File: src/rtl/psfc_pkg.sv
// constants, control struct and widths for the prime sieve filter chain
// no dependencies; imported by psfc_cell and prime_sieve_filter_chain_core
package psfc_pkg;

    // field widths
    localparam int CAND_W     = 16;
    localparam int LIMIT_W    = 9;

    // chain capacity: one cell for each prime that can be stored
    localparam int MAX_PRIMES = 256;
    localparam int CELL_IDX_W = $clog2(MAX_PRIMES);
    localparam int COUNT_W    = $clog2(MAX_PRIMES + 1);

    // limit register defaults and saturation
    localparam logic [LIMIT_W-1:0] DEFAULT_LIMIT = LIMIT_W'(100);
    localparam logic [COUNT_W-1:0] MAX_COUNT     = COUNT_W'(MAX_PRIMES);

    // smallest candidate that can be prime
    localparam logic [CAND_W-1:0]  MIN_CAND      = CAND_W'(2);

    // broadcast from the sequencer to every cell
    typedef struct packed {
        logic               clear;   // start of a candidate: zero remainder and hit
        logic               step;    // one restoring-division digit
        logic               digit;   // candidate bit for this step, msb first
        logic               ripple;  // move hit flags one cell toward cell 0
        logic               store;   // write the candidate into the first free cell
        logic [COUNT_W-1:0] count;   // number of primes stored
        logic [CAND_W-1:0]  cand;    // candidate value to store
    } psfc_ctrl_t;

endpackage

File: src/rtl/psfc_cell.sv
// one filter cell: holds one stored prime, forms candidate mod prime bit-serially
// and passes a divisibility flag to its lower neighbor; uses psfc_pkg
module psfc_cell
    import psfc_pkg::*;
(
    input  logic                  aclk,
    input  logic                  aresetn,
    input  logic [CELL_IDX_W-1:0] cell_idx,
    input  psfc_ctrl_t            ctrl,
    input  logic                  hit_in,
    output logic                  hit_out
);

    logic [CAND_W-1:0] prime_reg;
    logic [CAND_W-1:0] rem_reg;
    logic [CAND_W-1:0] rem_next;
    logic              hit_reg;
    logic              hit_next;
    logic [CAND_W:0]   trial;
    logic              active;
    logic              write_here;

    // this cell holds a prime once the count has passed it
    assign active     = COUNT_W'(cell_idx) < ctrl.count;
    assign write_here = ctrl.store && (ctrl.count == COUNT_W'(cell_idx));

    // restoring division step: shift in one digit, subtract if it fits
    always_comb begin
        trial = {rem_reg, ctrl.digit};
        if (trial >= {1'b0, prime_reg}) begin
            rem_next = CAND_W'(trial - {1'b0, prime_reg});
        end else begin
            rem_next = trial[CAND_W-1:0];
        end
    end

    // hit flag: own zero remainder or anything coming from above
    always_comb begin
        hit_next = hit_reg;
        if (ctrl.clear) begin
            hit_next = 1'b0;
        end else if (ctrl.ripple) begin
            hit_next = hit_in || (active && (rem_reg == '0));
        end
    end

    always_ff @(posedge aclk) begin
        if (!aresetn) begin
            hit_reg <= 1'b0;
        end else begin
            hit_reg <= hit_next;
        end
    end

    // remainder and stored prime
    always_ff @(posedge aclk) begin
        if (ctrl.clear) begin
            rem_reg <= '0;
        end else if (ctrl.step) begin
            rem_reg <= rem_next;
        end
        if (write_here) begin
            prime_reg <= ctrl.cand;
        end
    end

    assign hit_out = hit_reg;

endmodule

File: config.mk
export PLATFORM = sky130hd
export DESIGN_NAME = psfc_cell
export DESIGN_NICKNAME = d
export VERILOG_FILES = /design/src/rtl/psfc_pkg.sv /design/src/rtl/psfc_cell.sv
export SDC_FILE = /design/constraint.sdc
export NUM_CORES = 1
export LEC_CHECK = 0
export BUFFER_PORTS_ARGS = -buffer_cell sky130_fd_sc_hd__buf_2
export CORE_ASPECT_RATIO = 0.7
export CORE_UTILIZATION = 60
export DETAILED_ROUTE_END_ITERATION = 16
export GPL_ROUTABILITY_DRIVEN = 0
export MAX_ROUTING_LAYER = met4
export PLACE_DENSITY = 0.84
export SETUP_SLACK_MARGIN = 0.4
export SYNTH_ARGS = -nofsm -noshare
export SYNTH_HDL_FRONTEND = slang
export SYNTH_SLANG_ARGS = --single-unit
File: constraint.sdc
create_clock -name aclk -period 5.5 [get_ports aclk]
set_clock_uncertainty 0.1 [all_clocks]
set_input_delay 0.55 -clock aclk [delete_from_list [all_inputs] [get_ports aclk]]
set_output_delay 0.55 -clock aclk [all_outputs]
set_load 0.01 [all_outputs]
==> flow_summary.ini <==
[outcome]
status = completed

[synthesis]
yosysSeqAreaShare_pct = 30.9
synth_top_area_share_pct = 18.1
synth_cell_types = 65
avgSynthCellArea_um2 = 8.77
synth.largest_area_cell = edfxtp_1
mappedNetlistArea_um2 = 2660
synthTopCellsByArea = edfxtp_1, dfxtp_1, ha_1
yosys_warnings = 0
synth_ff_type = dfxtp_1
synth-seq-cells = 33
syn-num-nets = 369
synth_edf_count = 16
synthArstFlopShare_pct = 0
syn_inst = 303

[routing]
dr.pass1.iters = 5
ant_nets = 0
routed_wl_um = 6410
routedWlPerCell_um = 16.5
via_per_inst = 6.25
drc = 0
drtIter0Drc = 222
vias = 2433

[timing]
whs_ns = 0.327
finalSetupViolations = 0
post-route-period-util_pct = 52.0
fin_crit_ns = 2.86
worst_slack_ns = 2.64
tns_ns = 0
rsz0062_at_grt = false
finalHoldViolations = 0
max_slew_margin_pct = 41.1
slew_viol_final = 0
tightest_slew_ns = 0.872
max_freq_mhz = 349

[clock_network]
cts_inserted_buffers = 5
cts_sinks = 33
cts-root-buf = clkbuf_8
clk_pin_slew_ns = 0.07
ctsHoldBuffers = 0
clock_path_buffers = 2
htreeDepth = 2
clock_latency_ns = 0.29
cts_tree = built
post_cts_resize_count = 0
cts_setup_buffers = 0

[power_and_ir_drop]
peakVddDrop_uv = 159
seqPwrFrac_pct = 47.4
powerDensity_nw_per_um2 = 200
combPwrFrac_pct = 20.8
clock_power_share_pct = 31.7
swShare_pct = 29.4
intPower_uw = 407
switchingPower_uw = 170
p_leak_nw = 1.27

[grt]
grt_pass1_wl_um = 10600
grt_max_degree = 31
grtUsageTotal_pct = 31.3
grt_pass1_vias = 2323
grt_remaining_overflow = 0
antenna_found_initial = 0

[critical_path]
crit_required_ns = 5.56
cp_max_fo = 21
crit_path_end_kind = flop
start_kind = flop
cp.arrival_ns = 2.92
crit_type = reg -> reg

[floorplanning]
io_pins = 42
die_y_um = 57.7
start_util_pct = 65.0
core.rowCount = 19
dieArea_um2 = 4710
coreArea_um2 = 4090
die_x_um = 81.6

[cells_and_area]
final_cell_mix = buf_2, inv_1, nand2_1
syn_to_final_growth_pct = 8.28
antenna_cells = 0
layout_commonest_cell = buf_2
nets = 402
drive_gt1_share_pct = 19.6
fillers = 345

[job]
cap_violations = 0

[placement]
dp_hpwl_um = 4810
dp_slack_ns = 2.59
io_buffers = 41

[min_path]
hold_path_class = in -> reg
-- final cells by class --
| class | instances | area [µm²] | area share [%] |
|---|---|---|---|
| multi-input cells | 220 | 1570 | 54.6 |
| repair buffers | 42 | 213 | 7.39 |
| inverters | 34 | 128 | 4.43 |
| flip-flops and latches | 33 | 821 | 28.5 |
| well taps | 52 | 65.1 | 2.26 |
| clock buffers | 8 | 80.1 | 2.78 |
-- logic make-up after synthesis --
kind of cell / Yosys count / share of synthesized area [%]
adders and majority gates: 25 / 12.0
and+or+nand+nor: 94 / 18.1
DFF: 33 / 30.9
AOI/OAI and AO/OA: 90 / 25.1
buffers and inverters: 50 / 10.2
xor gates and xnor gates: 9 / 2.96
muxes: 2 / 0.800
-- through the flow --
| step | instance area (µm²) | cells | total power [mW] | util [%] |
|---|---|---|---|---|
| after detailed placement | 2800 | 381 | 0.396 | 68.5 |
| after CTS | 2880 | 389 | 0.576 | 70.4 |
| after floorplan | 2660 | 303 | 0.365 | - |
| after global routing | 2880 | 389 | 0.599 | 70.4 |
| final | 2880 | 389 | 0.576 | 70.4 |
| after global placement | 2800 | 381 | 0.391 | 68.5 |
-- power groups by stage --
stage | combinational, mW | clock [mW] | sequential [mW]
floorplan | 0.0896 | 0 | 0.275
global placement | 0.113 | 0 | 0.278
detailed placement | 0.117 | 0 | 0.278
CTS | 0.118 | 0.185 | 0.273
global route | 0.134 | 0.191 | 0.274
finish | 0.120 | 0.183 | 0.273
-- final timing paths --
kind | start | to | slack [ns] | cells after the start
worst min register to register | rem_reg[9]$_SDFFE_PP0P_ | rem_reg[9]$_SDFFE_PP0P_ | 0.45 | 2
worst max register to register | rem_reg[10]$_SDFFE_PP0P_ | rem_reg[1]$_SDFFE_PP0P_ | 2.64 | 7
worst max-delay path | rem_reg[10]$_SDFFE_PP0P_ | rem_reg[1]$_SDFFE_PP0P_ | 2.64 | 7
worst min-delay path | ctrl[13] | prime_reg[13]$_DFFE_PP_ | 0.33 | 1
-- worst max-delay path, stage by stage (launching register included) --
cell and delay, ns:
dfxtp_1 0.36, ha_1 0.47, nand4_1 0.19, nor4_1 0.43
nor3_1 0.16, a31oi_4 0.61, mux2i_1 0.31, a211oi_2 0.09
-- metal layers --
| layer | wire, µm | GRT usage, % | up-vias |
|---|---|---|---|
| li1 | - | - | 1179 |
| met5 | 0 | - | - |
| met1 | 2830 | 39.2 | 1096 |
| met4 | 109 | 11.0 | 0 |
| met3 | 677 | 6.93 | 12 |
| met2 | 2800 | 49.9 | 146 |
-- cell usage after synthesis (4+ instances only) --
cell      number
nor3_1         6
xnor2_1        4
edfxtp_1      16
a311oi_1       7
o21a_1         7
nand3_1       10
ha_1          24
xor2_1         5
buf_4          5
a21oi_1       12
nand2_1       26
dfxtp_1       17
a211oi_1       8
nor4_1         4
buf_6          7
o21ai_0       16
inv_1         34
nor2_1        23
a21o_1         8
(Power assumes the default switching activity.)
